**src/lphr_pkg.sv**
```systemverilog
package lphr_pkg;

   localparam int MAX_LAYERS_DEF = 8;
   localparam int COORD_BITS_DEF = 12;
   localparam int CFG_BITS       = 4;

   localparam logic OP_LOAD    = 1'b0;
   localparam logic OP_RESOLVE = 1'b1;

   // control that travels down the chain with each item
   typedef struct packed {
      logic valid;
      logic resolve;
   } stage_ctrl_type;

endpackage

```
**src/lphr_cell.sv**
```systemverilog
// One layer slot. Holds its rectangle, captures a load addressed to it,
// and folds its coverage and extent into a passing resolve item.
module lphr_cell #(
   parameter int CELL_INDEX = 0,
   parameter int COORD_BITS = lphr_pkg::COORD_BITS_DEF,
   parameter int IDX_BITS   = 3
) (
   input  logic                               clock,
   input  logic                               reset,
   input  logic                               advance,
   input  logic [lphr_pkg::CFG_BITS-1:0]      active_layers,
   input  lphr_pkg::stage_ctrl_type           ctrl_in,
   input  logic [IDX_BITS-1:0]                entry_index_in,
   input  logic [COORD_BITS-1:0]              origin_x_in,
   input  logic [COORD_BITS-1:0]              origin_y_in,
   input  logic [COORD_BITS:0]                extent_w_in,
   input  logic [COORD_BITS:0]                extent_h_in,
   input  logic [COORD_BITS-1:0]              pixel_x_in,
   input  logic [COORD_BITS-1:0]              pixel_y_in,
   input  logic                               hit_in,
   input  logic [IDX_BITS-1:0]                win_in,
   input  logic [COORD_BITS-1:0]              local_x_in,
   input  logic [COORD_BITS-1:0]              local_y_in,
   input  logic [COORD_BITS:0]                canvas_w_in,
   input  logic [COORD_BITS:0]                canvas_h_in,
   output lphr_pkg::stage_ctrl_type           ctrl_out,
   output logic [IDX_BITS-1:0]                entry_index_out,
   output logic [COORD_BITS-1:0]              origin_x_out,
   output logic [COORD_BITS-1:0]              origin_y_out,
   output logic [COORD_BITS:0]                extent_w_out,
   output logic [COORD_BITS:0]                extent_h_out,
   output logic [COORD_BITS-1:0]              pixel_x_out,
   output logic [COORD_BITS-1:0]              pixel_y_out,
   output logic                               hit_out,
   output logic [IDX_BITS-1:0]                win_out,
   output logic [COORD_BITS-1:0]              local_x_out,
   output logic [COORD_BITS-1:0]              local_y_out,
   output logic [COORD_BITS:0]                canvas_w_out,
   output logic [COORD_BITS:0]                canvas_h_out
);

   // stored rectangle
   logic [COORD_BITS-1:0] left_ff, top_ff;
   logic [COORD_BITS:0]   width_ff, height_ff;

   // item registers
   lphr_pkg::stage_ctrl_type ctrl_ff;
   logic [IDX_BITS-1:0]   entry_index_ff;
   logic [COORD_BITS-1:0] origin_x_ff, origin_y_ff, pixel_x_ff, pixel_y_ff;
   logic [COORD_BITS:0]   extent_w_ff, extent_h_ff;
   logic                  hit_ff;
   logic [IDX_BITS-1:0]   win_ff;
   logic [COORD_BITS-1:0] local_x_ff, local_y_ff;
   logic [COORD_BITS:0]   canvas_w_ff, canvas_h_ff;

   logic                  hit_in_next;
   logic [IDX_BITS-1:0]   win_in_next;
   logic [COORD_BITS-1:0] local_x_in_next, local_y_in_next;
   logic [COORD_BITS:0]   canvas_w_in_next, canvas_h_in_next;

   logic [COORD_BITS+1:0] right, bottom;
   logic [COORD_BITS:0]   right_sat, bottom_sat;
   logic                  slot_active, covers, load_here;

   always_comb begin
      right      = {2'b00, left_ff} + {1'b0, width_ff};
      bottom     = {2'b00, top_ff} + {1'b0, height_ff};
      right_sat  = right[COORD_BITS+1] ? '1 : right[COORD_BITS:0];
      bottom_sat = bottom[COORD_BITS+1] ? '1 : bottom[COORD_BITS:0];
      slot_active = ctrl_in.resolve && (CELL_INDEX < int'(active_layers));
      covers = (left_ff <= pixel_x_in) && ({2'b00, pixel_x_in} < right) &&
               (top_ff <= pixel_y_in) && ({2'b00, pixel_y_in} < bottom);
      load_here = ctrl_in.valid && !ctrl_in.resolve &&
                  (entry_index_in == IDX_BITS'(CELL_INDEX));

      hit_in_next      = hit_in;
      win_in_next      = win_in;
      local_x_in_next  = local_x_in;
      local_y_in_next  = local_y_in;
      canvas_w_in_next = canvas_w_in;
      canvas_h_in_next = canvas_h_in;
      if (slot_active) begin
         if (right_sat > canvas_w_in) begin
            canvas_w_in_next = right_sat;
         end
         if (bottom_sat > canvas_h_in) begin
            canvas_h_in_next = bottom_sat;
         end
         // later slot overrides: last drawn wins
         if (covers) begin
            hit_in_next     = 1'b1;
            win_in_next     = IDX_BITS'(CELL_INDEX);
            local_x_in_next = pixel_x_in - left_ff;
            local_y_in_next = pixel_y_in - top_ff;
         end
      end
   end

   always_ff @(posedge clock) begin
      if (reset) begin
         left_ff   <= '0;
         top_ff    <= '0;
         width_ff  <= '0;
         height_ff <= '0;
      end else if (advance && load_here) begin
         left_ff   <= origin_x_in;
         top_ff    <= origin_y_in;
         width_ff  <= extent_w_in;
         height_ff <= extent_h_in;
      end
   end

   always_ff @(posedge clock) begin
      if (reset) begin
         ctrl_ff <= '0;
      end else if (advance) begin
         ctrl_ff <= ctrl_in;
      end
   end

   always_ff @(posedge clock) begin
      if (advance) begin
         entry_index_ff <= entry_index_in;
         origin_x_ff    <= origin_x_in;
         origin_y_ff    <= origin_y_in;
         extent_w_ff    <= extent_w_in;
         extent_h_ff    <= extent_h_in;
         pixel_x_ff     <= pixel_x_in;
         pixel_y_ff     <= pixel_y_in;
         hit_ff         <= hit_in_next;
         win_ff         <= win_in_next;
         local_x_ff     <= local_x_in_next;
         local_y_ff     <= local_y_in_next;
         canvas_w_ff    <= canvas_w_in_next;
         canvas_h_ff    <= canvas_h_in_next;
      end
   end

   assign ctrl_out        = ctrl_ff;
   assign entry_index_out = entry_index_ff;
   assign origin_x_out    = origin_x_ff;
   assign origin_y_out    = origin_y_ff;
   assign extent_w_out    = extent_w_ff;
   assign extent_h_out    = extent_h_ff;
   assign pixel_x_out     = pixel_x_ff;
   assign pixel_y_out     = pixel_y_ff;
   assign hit_out         = hit_ff;
   assign win_out         = win_ff;
   assign local_x_out     = local_x_ff;
   assign local_y_out     = local_y_ff;
   assign canvas_w_out    = canvas_w_ff;
   assign canvas_h_out    = canvas_h_ff;

endmodule

```
**src/lphr_rsp_reg.sv**
```systemverilog
// Output register: holds one finished result until it is taken.
module lphr_rsp_reg #(
   parameter int COORD_BITS = lphr_pkg::COORD_BITS_DEF,
   parameter int IDX_BITS   = 3
) (
   input  logic                  clock,
   input  logic                  reset,
   input  logic                  load,
   input  logic                  hit_in,
   input  logic [IDX_BITS-1:0]   win_in,
   input  logic [COORD_BITS-1:0] local_x_in,
   input  logic [COORD_BITS-1:0] local_y_in,
   input  logic [COORD_BITS:0]   canvas_w_in,
   input  logic [COORD_BITS:0]   canvas_h_in,
   input  logic                  rsp_ready,
   output logic                  rsp_valid,
   output logic                  rsp_hit,
   output logic [IDX_BITS-1:0]   rsp_winning_layer,
   output logic [COORD_BITS-1:0] rsp_local_x,
   output logic [COORD_BITS-1:0] rsp_local_y,
   output logic [COORD_BITS:0]   rsp_canvas_width,
   output logic [COORD_BITS:0]   rsp_canvas_height
);

   logic                  valid_ff;
   logic                  hit_ff;
   logic [IDX_BITS-1:0]   win_ff;
   logic [COORD_BITS-1:0] local_x_ff, local_y_ff;
   logic [COORD_BITS:0]   canvas_w_ff, canvas_h_ff;

   always_ff @(posedge clock) begin
      if (reset) begin
         valid_ff <= 1'b0;
      end else if (load) begin
         valid_ff <= 1'b1;
      end else if (rsp_ready) begin
         valid_ff <= 1'b0;
      end
   end

   always_ff @(posedge clock) begin
      if (load) begin
         hit_ff      <= hit_in;
         win_ff      <= win_in;
         local_x_ff  <= local_x_in;
         local_y_ff  <= local_y_in;
         canvas_w_ff <= canvas_w_in;
         canvas_h_ff <= canvas_h_in;
      end
   end

   assign rsp_valid         = valid_ff;
   assign rsp_hit           = hit_ff;
   assign rsp_winning_layer = win_ff;
   assign rsp_local_x       = local_x_ff;
   assign rsp_local_y       = local_y_ff;
   assign rsp_canvas_width  = canvas_w_ff;
   assign rsp_canvas_height = canvas_h_ff;

endmodule

```
**src/layer_priority_hit_resolver_top.sv**
```systemverilog
// Layer priority hit resolver. Every item walks a chain of MAX_LAYERS cells,
// one cell per clock unless stalled, and resolve items then land in an output
// register. Cell k holds layer rectangle k. A load item (operation 0) is
// captured by the cell whose index matches entry_index and gives no result;
// indexes with no cell are dropped. A resolve item (operation 1) picks up, in
// each active cell, that layer's right/bottom extent for the canvas size and,
// if the layer covers the pixel, the layer index and local coordinates, so the
// highest covering layer wins. Throughput is one item per clock unless
// stalled. Because loads travel the same chain, every item sees exactly the
// table left by the items accepted before it. The chain stalls only while a
// result waits in the output register and another finished result is behind
// it. active_layers (values above MAX_LAYERS act as MAX_LAYERS) must be
// written only while the block is idle. Canvas sizes saturate at all ones of
// their COORD_BITS+1 bit field.
module layer_priority_hit_resolver_top #(
   parameter int MAX_LAYERS = lphr_pkg::MAX_LAYERS_DEF,
   parameter int COORD_BITS = lphr_pkg::COORD_BITS_DEF,
   parameter int IDX_BITS   = (MAX_LAYERS > 1) ? $clog2(MAX_LAYERS) : 1
) (
   input  logic                              clock,
   input  logic                              reset,
   // configuration
   input  logic                              csr_write_enable,
   input  logic [lphr_pkg::CFG_BITS-1:0]     csr_write_data,
   // request channel
   input  logic                              req_valid,
   output logic                              req_ready,
   input  logic                              req_operation,
   input  logic [IDX_BITS-1:0]               req_entry_index,
   input  logic [COORD_BITS-1:0]             req_origin_x,
   input  logic [COORD_BITS-1:0]             req_origin_y,
   input  logic [COORD_BITS:0]               req_extent_w,
   input  logic [COORD_BITS:0]               req_extent_h,
   input  logic [COORD_BITS-1:0]             req_pixel_x,
   input  logic [COORD_BITS-1:0]             req_pixel_y,
   // response channel
   output logic                              rsp_valid,
   input  logic                              rsp_ready,
   output logic                              rsp_hit,
   output logic [IDX_BITS-1:0]               rsp_winning_layer,
   output logic [COORD_BITS-1:0]             rsp_local_x,
   output logic [COORD_BITS-1:0]             rsp_local_y,
   output logic [COORD_BITS:0]               rsp_canvas_width,
   output logic [COORD_BITS:0]               rsp_canvas_height
);

   logic [lphr_pkg::CFG_BITS-1:0] active_layers_ff;

   always_ff @(posedge clock) begin
      if (reset) begin
         active_layers_ff <= '0;
      end else if (csr_write_enable) begin
         active_layers_ff <= csr_write_data;
      end
   end

   // stage signals: index 0 is the request, index MAX_LAYERS the chain tail
   lphr_pkg::stage_ctrl_type ctrl   [MAX_LAYERS+1];
   logic [IDX_BITS-1:0]      eidx   [MAX_LAYERS+1];
   logic [COORD_BITS-1:0]    org_x  [MAX_LAYERS+1];
   logic [COORD_BITS-1:0]    org_y  [MAX_LAYERS+1];
   logic [COORD_BITS:0]      ext_w  [MAX_LAYERS+1];
   logic [COORD_BITS:0]      ext_h  [MAX_LAYERS+1];
   logic [COORD_BITS-1:0]    pix_x  [MAX_LAYERS+1];
   logic [COORD_BITS-1:0]    pix_y  [MAX_LAYERS+1];
   logic                     hit    [MAX_LAYERS+1];
   logic [IDX_BITS-1:0]      win    [MAX_LAYERS+1];
   logic [COORD_BITS-1:0]    loc_x  [MAX_LAYERS+1];
   logic [COORD_BITS-1:0]    loc_y  [MAX_LAYERS+1];
   logic [COORD_BITS:0]      cnv_w  [MAX_LAYERS+1];
   logic [COORD_BITS:0]      cnv_h  [MAX_LAYERS+1];

   logic advance;
   logic tail_result;

   // a result at the tail can only move if the output register frees up
   assign tail_result = ctrl[MAX_LAYERS].valid && ctrl[MAX_LAYERS].resolve;
   assign advance     = !(tail_result && rsp_valid && !rsp_ready);
   assign req_ready   = advance;

   assign ctrl[0].valid   = req_valid;
   assign ctrl[0].resolve = (req_operation == lphr_pkg::OP_RESOLVE);
   assign eidx[0]  = req_entry_index;
   assign org_x[0] = req_origin_x;
   assign org_y[0] = req_origin_y;
   assign ext_w[0] = req_extent_w;
   assign ext_h[0] = req_extent_h;
   assign pix_x[0] = req_pixel_x;
   assign pix_y[0] = req_pixel_y;
   assign hit[0]   = 1'b0;
   assign win[0]   = '0;
   assign loc_x[0] = '0;
   assign loc_y[0] = '0;
   assign cnv_w[0] = '0;
   assign cnv_h[0] = '0;

   for (genvar k = 0; k < MAX_LAYERS; k++) begin : g_cell
      lphr_cell #(
         .CELL_INDEX (k),
         .COORD_BITS (COORD_BITS),
         .IDX_BITS   (IDX_BITS)
      ) u_cell (
         .clock           (clock),
         .reset           (reset),
         .advance         (advance),
         .active_layers   (active_layers_ff),
         .ctrl_in         (ctrl[k]),
         .entry_index_in  (eidx[k]),
         .origin_x_in     (org_x[k]),
         .origin_y_in     (org_y[k]),
         .extent_w_in     (ext_w[k]),
         .extent_h_in     (ext_h[k]),
         .pixel_x_in      (pix_x[k]),
         .pixel_y_in      (pix_y[k]),
         .hit_in          (hit[k]),
         .win_in          (win[k]),
         .local_x_in      (loc_x[k]),
         .local_y_in      (loc_y[k]),
         .canvas_w_in     (cnv_w[k]),
         .canvas_h_in     (cnv_h[k]),
         .ctrl_out        (ctrl[k+1]),
         .entry_index_out (eidx[k+1]),
         .origin_x_out    (org_x[k+1]),
         .origin_y_out    (org_y[k+1]),
         .extent_w_out    (ext_w[k+1]),
         .extent_h_out    (ext_h[k+1]),
         .pixel_x_out     (pix_x[k+1]),
         .pixel_y_out     (pix_y[k+1]),
         .hit_out         (hit[k+1]),
         .win_out         (win[k+1]),
         .local_x_out     (loc_x[k+1]),
         .local_y_out     (loc_y[k+1]),
         .canvas_w_out    (cnv_w[k+1]),
         .canvas_h_out    (cnv_h[k+1])
      );
   end

   lphr_rsp_reg #(
      .COORD_BITS (COORD_BITS),
      .IDX_BITS   (IDX_BITS)
   ) u_rsp (
      .clock             (clock),
      .reset             (reset),
      .load              (tail_result && advance),
      .hit_in            (hit[MAX_LAYERS]),
      .win_in            (win[MAX_LAYERS]),
      .local_x_in        (loc_x[MAX_LAYERS]),
      .local_y_in        (loc_y[MAX_LAYERS]),
      .canvas_w_in       (cnv_w[MAX_LAYERS]),
      .canvas_h_in       (cnv_h[MAX_LAYERS]),
      .rsp_ready         (rsp_ready),
      .rsp_valid         (rsp_valid),
      .rsp_hit           (rsp_hit),
      .rsp_winning_layer (rsp_winning_layer),
      .rsp_local_x       (rsp_local_x),
      .rsp_local_y       (rsp_local_y),
      .rsp_canvas_width  (rsp_canvas_width),
      .rsp_canvas_height (rsp_canvas_height)
   );

   // a miss carries zero index and zero local coordinates
   a_miss_zero: assert property (@(posedge clock) disable iff (reset)
      rsp_valid && !rsp_hit |->
         rsp_winning_layer == '0 && rsp_local_x == '0 && rsp_local_y == '0)
      else $error("miss result with nonzero index or local coordinates");

   // the chain only stalls behind a result that is not being taken
   a_stall_cause: assert property (@(posedge clock) disable iff (reset)
      !req_ready |-> rsp_valid && !rsp_ready && tail_result)
      else $error("request stalled without a blocked result");

   // a stalled tail result is still there next cycle
   a_tail_held: assert property (@(posedge clock) disable iff (reset)
      !advance |=> tail_result)
      else $error("stalled tail result lost");

   // output register comes out of reset empty
   a_reset_empty: assert property (@(posedge clock)
      $past(reset) && !reset |-> !rsp_valid)
      else $error("result valid right after reset");

endmodule

```
**config.mk**
```make
export PLATFORM = sky130hd
export DESIGN_NAME = layer_priority_hit_resolver_top
export DESIGN_NICKNAME = d
export VERILOG_FILES = /design/src/lphr_pkg.sv /design/src/lphr_cell.sv /design/src/lphr_rsp_reg.sv /design/src/layer_priority_hit_resolver_top.sv
export SDC_FILE = /design/constraint.sdc
export NUM_CORES = 2
export LEC_CHECK = 0
export BUFFER_PORTS_ARGS = -buffer_cell sky130_fd_sc_hd__buf_4
export CORE_MARGIN = 1.5
export CORE_UTILIZATION = 30
export CTS_CLUSTER_DIAMETER = 60
export DETAILED_ROUTE_END_ITERATION = 8
export GPL_TIMING_DRIVEN = 1
export PLACE_DENSITY = 0.56
export SYNTH_ARGS = -nofsm -noshare
export SYNTH_HDL_FRONTEND = slang
export SYNTH_SLANG_ARGS = --single-unit
```
**constraint.sdc**
```tcl
create_clock -name clock -period 31.3 [get_ports clock]
set_input_delay 1.565 -clock clock [delete_from_list [all_inputs] [get_ports clock]]
set_output_delay 1.565 -clock clock [all_outputs]
set_load 0.02 [all_outputs]
```
Word-level counts from Yosys, hierarchy flattened
Index checks and enable logic that the tools add are counted.

storage, ports and cells
  register bits = 1443
  input bits = 87
  output and inout port bits = 56
  logic and storage cells = 424

operators by class
  $add $sub $neg = 32
  $lt $le $gt $ge = 56
  equal/unequal tests = 7
  muxes and demuxes = 102
  reductions and logical operators = 75

operators by type and width
  operator             number
  $mux 13              44
  $mux 12              28
  $add 12x13->14       16
  $lt 12x14->1         16
  $le 12x12->1         16
  $sub 12x12->12       16
  $gt 13x13->1         14
  $logic_and 1x1->1    60
  $mux 3               12
  $gt 13x1->1 const B  2
  $mux 1               18
  $lt 3x4->1 const A   4
  $eq 3x3->1 const B   4
  $logic_not 1->1      10
  $lt 1x4->1 const A   2
  $lt 2x4->1 const A   2
  $eq 3x2->1 const B   2
  $reduce_and 2->1     3
  $eq 3x1->1 const B   1
  $logic_not 3->1      1
  $reduce_bool 2->1    1

Depth between registers and ports, before layout
  depth after elaboration = 7
  gate-level depth with buffers = 20

Hierarchy
Synthesis repeated with hierarchy kept, for this count alone.

unflattened totals
  cell total of the unflattened synthesis = 7275
  area, all modules = 80805.0 um^2

modules (own cells, without submodules)
  module                           instances  cells each  area each (um^2)
  lphr_cell (g_cell[7].u_cell)     1          932         10127.2
  lphr_cell (g_cell[2].u_cell)     1          900         9939.5
  lphr_cell (g_cell[6].u_cell)     1          889         9898.2
  lphr_cell (g_cell[0].u_cell)     1          906         9878.2
  lphr_cell (g_cell[4].u_cell)     1          892         9808.2
  lphr_cell (g_cell[3].u_cell)     1          886         9795.6
  lphr_cell (g_cell[1].u_cell)     1          911         9779.4
  lphr_cell (g_cell[5].u_cell)     1          883         9755.6
  lphr_rsp_reg                     1          58          1660.3
  layer_priority_hit_resolver_top  1          18          162.7

Worst setup path after synthesis
No wires, ideal clock.

  path type = in2reg
  from = in rsp_ready
  to = reg g_cell[0].u_cell.canvas_h_ff[0], enable pin
  library setup time = 1.710 ns
  arrival = 28.082 ns
  data required time = 29.590 ns
  setup slack = 1.508 ns
  stages on the path = 4
  buffers on the path = 1
  cells stage by stage = nand2b_1 -> nor2_1 -> clkinv_1 -> clkbuf_1

on the way
  cells in the longest elaborated chain, start to end = 2

RTL lines
  element                 RTL line                               source
  start: declaration      layer_priority_hit_resolver_top.sv:38  input logic rsp_ready,
  $logic_not 1->1         layer_priority_hit_resolver_top.sv:78  assign advance = !(tail_result && rsp_valid && !rsp_ready);
  $logic_and 1x1->1       layer_priority_hit_resolver_top.sv:78
  end signal: assignment  lphr_cell.sv:135                       canvas_h_ff <= canvas_h_in_next;
  end: declaration        lphr_cell.sv:54                        logic [COORD_BITS:0] canvas_w_ff, canvas_h_ff;

Every way passes these cells.
A chain may end at the register's enable or synchronous reset.

Worst setup path in the final report
  from = reg g_cell[4].u_cell.top_ff[1]
  to = reg g_cell[4].u_cell.canvas_h_ff[11], data pin

on the way
  cells in the longest elaborated chain, start to end = 5

RTL lines
  element                                    RTL line          source
  start: declaration                         lphr_cell.sv:43   logic [COORD_BITS-1:0] left_ff, top_ff;
  start signal: assignment                   lphr_cell.sv:107  top_ff <= origin_y_in;
  $add 12x13->14 *                           lphr_cell.sv:67   bottom = {2'b00, top_ff} + {1'b0, height_ff};
  $mux 13 *                                  lphr_cell.sv:69   bottom_sat = bottom[COORD_BITS+1] ? '1 : bottom[COORD_BITS:0];
  $gt 13x13->1                               lphr_cell.sv:86   if (bottom_sat > canvas_h_in) begin
  $mux 13 *                                  lphr_cell.sv:86
  $mux 13 *                                  lphr_cell.sv:82   if (slot_active) begin
  net g_cell[4].u_cell.canvas_h_in_next[11]  lphr_cell.sv:59   logic [COORD_BITS:0] canvas_w_in_next, canvas_h_in_next;
  end signal: assignment                     lphr_cell.sv:135
  end: declaration                           lphr_cell.sv:54

The timed path passes the listed nets; every way through them passes the cells marked *.

==> flow_metrics.tcl <==
set metrics [dict create \
    yosys.area.top_type_share 0.4008 \
    cts_post_setup_buffers_inserted 0 \
    clock_tree.root_cell "clkbuf_16" \
    yosys.area_share.xor_xnor 0.03100 \
    layout_area_overhead_pct 13.43 \
    power.ir.vdd_worst_mv 0.05301 \
    synthesis.instances 7079 \
    fp.dieArea_sq_mm 0.2573 \
    grt_antenna_before_repair 1 \
    switching_power_w 0.0009597 \
    num_vias 52015 \
    tns_ns 0 \
    clkTransAtPathRegs_ns 0.06 \
    critPathMaxFanout 12 \
    mux_cell_area_share_after_synthesis 0.04872 \
    grt_pass1_wl_microns 300400 \
    post-route-min-period_ns 5.486 \
    numClockSinks 1439 \
    hold_violations 0 \
    drt-vias-per-instance 4.856 \
    synth_simple_gate_area_frac 0.1142 \
    seq_area_frac_synth 0.5112 \
    sequentialPowerShare 0.501 \
    postSynthNetCount 7940 \
    sum_of_routed_wire_length_over_all_layers_microns 194700 \
    max_freq_mhz 182.3 \
    yosys.cell_types.count 89 \
    hold_slack_ns 0.4185 \
    die_width_microns 507.2 \
    gpl.final_weighted_congestion 0.9236 \
    insertion_delay_ns 0.79 \
    cell_depth_of_the_worst_flop_to_flop_path 17 \
    placement.io_buffers 142 \
    fin_total_pwr_w 0.004248 \
    synth_area_sq_mm 0.07628 \
    instances_no_fill 10711 \
    drc_errors 0 \
    r2r-start "g_cell[4].u_cell.top_ff[1]$_SDFFE_PP0P_" \
    dpl.hpwl_microns 151800 \
    worstSetupEndpointType "flop" \
    setup_repair_after_global_routing_missed_its_margin "no" \
    wire_per_inst_microns 18.18 \
    static-leakage-power_nw 34.74 \
    main_combinational_cell_family_by_area_after_synthesis "adder cells" \
    clkPwrFrac 0.448 \
    detail_route.first_pass.iterations 9 \
    setup_violations 0 \
    asyncSetResetFlopFracSynth 0 \
    postLayoutSetupSlackWorst_ns 25.81 \
    grt_overflow_total 0 \
    worstPathBufferInverterCount 0 \
    cts-hold-fix-buffers 0 \
    yosys_warnings 0 \
    cap_violations 0 \
    synth_enable_flop_cells 1018 \
    synth_area_per_cell_sq_um 10.78 \
    coreArea_sq_mm 0.2521 \
    synthAdderAreaFrac 0.1301 \
    htreeDepth 4 \
    pre_cts_ws_ns 25.30 \
    fillCellCount 25018 \
    cp_cell_sequence "ha_1 -> a21oi_1 -> o21ai_0 -> a2111oi_0 -> o31ai_1 -> a21o_1 -> nand2_1 -> nand2_1 -> ha_1 -> nor2b_1 -> o21a_1 -> o21a_1 -> o21ai_0 -> a21oi_1 -> o31ai_1 -> nor2_1 -> mux2_2" \
    numCtsBuffers 157 \
    synthFlopType "edfxtp_1" \
    cts-resized-gates 0 \
    groute.usage.overall 0.1488 \
    combinationalPowerShare 0.051 \
    grt_max_degree 200 \
    worst_reg2reg_path_endpoint "g_cell[4].u_cell.canvas_h_out[11]$_DFFE_PN_" \
    worst-endpoint-arrival_ns 6.01 \
    worst-r2r-setup-slack_ns 25.81 \
    min_period_over_period 0.1753 \
    initialDrtViolationCount 3386 \
    post-synth-top-area-cell "edfxtp_1" \
    critPathSlowestCell "a2111oi_0" \
    clk_path_buf_depth 3 \
    synth_seq_cells 1439 \
    complex_gate_fraction_of_the_synthesized_area 0.1280 \
    maxSlewViolCount 0 \
    die-height_microns 507.2 \
    rows 184 \
    ys_top_cells_by_area "edfxtp_1, ha_1, dfxtp_1" \
    holdPathEnd "u_rsp.rsp_local_x[5]$_DFFE_PP_" \
    critical_path_class "flop to flop" \
    final_layout_size_suffix_gt1_frac 0.1119 \
    min_delay_path_depth 0 \
    hold_class "flop to flop" \
    internal_cell_power_w 0.003288 \
    outcome "complete, no violations" \
    worst_setup_path_start_kind "flop" \
    p_sw_frac 0.2259 \
    startpoint_of_the_most_critical_hold_path "g_cell[7].u_cell.local_x_out[5]$_DFFE_PN_" \
    cts_tree "built" \
    worst_clock_skew_ns 0.01876 \
    start_util 0.3026 \
    maxSlewHeadroom 0.1934 \
    crit_required_ns 31.82 \
    grt_pass1_vias 51983 \
    power_density_over_the_cells_mw_per_mm2 49.09 \
    final_nets 8088 \
    drt.antenna.violating_nets 0 \
    cell_type_group_with_the_largest_total_delay_on_the_critical_path "compound AO/OA/AOI/OAI gates" \
    critical-path-max-stage-delay_ns 0.86 \
    pin_count 143 \
    placed_cells_incl_taps 10416 \
    worst_tran_pin_value_ns 1.210 \
]
-- layout by cell type, fill, tap and decap left out, types with 32 or more instances in the layout --
cell type / netlist / routed
nand2_1: 1137 / 1137
edfxtp_1: 1018 / 1018
ha_1: 742 / 742
a21oi_1: 701 / 701
inv_1: 534 / 534
dfxtp_1: 421 / 421
mux2_2: 297 / 297
o21ai_0: 272 / 272
nor2_1: 230 / 227
buf_4: 6 / 181
clkbuf_16: 0 / 166
xnor2_1: 149 / 149
xor2_1: 121 / 121
a21o_1: 108 / 108
o21a_1: 106 / 106
nor2b_1: 102 / 102
nor3_1: 96 / 93
nand2b_1: 68 / 67
nand4_1: 67 / 67
nand3_1: 66 / 65
a211oi_1: 59 / 59
or2_2: 43 / 43
mux2i_1: 36 / 36
fa_1: 32 / 32
-- worst register-to-register path: stages, from the launching register on --
cell	delay (ns)
dfxtp_1	0.41
ha_1	0.26
a21oi_1	0.19
o21ai_0	0.19
a2111oi_0	0.86
o31ai_1	0.28
a21o_1	0.24
nand2_1	0.31
nand2_1	0.13
ha_1	0.30
nor2b_1	0.14
o21a_1	0.11
o21a_1	0.10
o21ai_0	0.10
a21oi_1	0.20
o31ai_1	0.12
nor2_1	0.84
mux2_2	0.44
-- how the worst max path moves through the flow --
stage	from	endpoint	slack, ns	cells past startpoint
finish	g_cell[4].u_cell.top_ff[1]$_SDFFE_PP0P_	g_cell[4].u_cell.canvas_h_out[11]$_DFFE_PN_	25.81	17
global route	g_cell[6].u_cell.top_ff[1]$_SDFFE_PP0P_	g_cell[6].u_cell.canvas_h_out[11]$_DFFE_PN_	25.26	17
CTS	g_cell[4].u_cell.top_ff[1]$_SDFFE_PP0P_	g_cell[4].u_cell.canvas_h_out[11]$_DFFE_PN_	25.77	17
detailed placement	rsp_ready	g_cell[0].u_cell.extent_h_out[0]$_DFFE_PN_	25.30	8
global placement	rsp_ready	g_cell[0].u_cell.extent_h_out[0]$_DFFE_PN_	25.39	8
floorplan	rsp_ready	g_cell[0].u_cell.canvas_h_out[0]$_SDFFCE_PN0N_	1.51	4
-- cell usage after synthesis (all sizes together), types with 11 or more instances --
| cell type | number |
|---|---|
| o2111ai | 11 |
| nor3 | 96 |
| edfxtp | 1018 |
| clkbuf | 165 |
| nand2b | 68 |
| and3 | 22 |
| or3 | 31 |
| a211oi | 60 |
| buf | 31 |
| a31oi | 30 |
| a211o | 15 |
| mux2 | 298 |
| nand3 | 66 |
| o31ai | 29 |
| a21o | 109 |
| o21bai | 29 |
| nor2 | 230 |
| nor4 | 25 |
| o221ai | 19 |
| nor3b | 11 |
| o21ai | 273 |
| inv | 534 |
| xnor2 | 149 |
| nand2 | 1137 |
| a221oi | 15 |
| a21oi | 701 |
| o211ai | 27 |
| o31a | 18 |
| and2 | 16 |
| fa | 32 |
| ha | 742 |
| or2 | 43 |
| nor2b | 103 |
| nand4 | 67 |
| xor2 | 121 |
| a2111oi | 13 |
| o21a | 106 |
| mux2i | 36 |
| dfxtp | 421 |
| a21boi | 24 |
-- power by group through the flow --
stage	combinational (W)	sequential, W	clock [W]
floorplan	0.000156	0.00213	0
global placement	0.000211	0.00217	0
detailed placement	0.000217	0.00217	0
CTS	0.000219	0.00213	0.00195
global route	0.000245	0.00213	0.00203
finish	0.000219	0.00213	0.00190
-- cells by family (layout without fill, tap and decap cells) --
family                     count (synthesis)  in the layout
and+or+nand+nor                         1955           1955
xor gates and xnor gates                 270            270
other                                      0              1
DFF                                     1439           1439
adders and majority gates                774            774
buffers and inverters                    731           1014
AOI/OAI and AO/OA                       1576           1576
muxes                                    334            334
-- area by class of cell --
class                   count  area [sq um]  share of cell area
flip-flops and latches   1439         39000              0.4507
multi-input cells        4909         34560              0.3995
diodes                      1         2.502          0.00002892
repair buffers            185          1434             0.01657
inverters                 535          2016             0.02330
well taps                3348          4189             0.04841
clock buffers             202          4399             0.05084
clock inverters            92         924.6             0.01069
-- registers in the layout, indices dropped and copies added (netlist names), 91 cells and up --
name and flops:
g_cell.u_cell.canvas_h_out 104, g_cell.u_cell.local_y_out 96, g_cell.u_cell.height_ff 104, g_cell.u_cell.left_ff 96, g_cell.u_cell.extent_w_out 91, g_cell.u_cell.local_x_out 96
g_cell.u_cell.width_ff 104, g_cell.u_cell.top_ff 96, g_cell.u_cell.extent_h_out 91, g_cell.u_cell.canvas_w_out 104
-- stage by stage --
stage / area, sq um / util
4_1_cts: 86520 / 0.3432
3_3_place_gp: 81200 / 0.3221
3_5_place_dp: 81200 / 0.3221
2_1_floorplan: 76280 / -
6_report: 86530 / 0.3432
5_1_grt: 86530 / 0.3432
-- per-layer routing --
| metal | part of all wire | track usage | wire (microns) |
|---|---|---|---|
| met5 | 0 | 0 | 0 |
| met4 | 0.023 | 0.03860 | 4558 |
| met1 | 0.49 | 0.2122 | 95750 |
| met3 | 0.041 | 0.01960 | 8008 |
| met2 | 0.44 | 0.2363 | 86390 |
No activity file was read; power rests on OpenSTA's default activity.
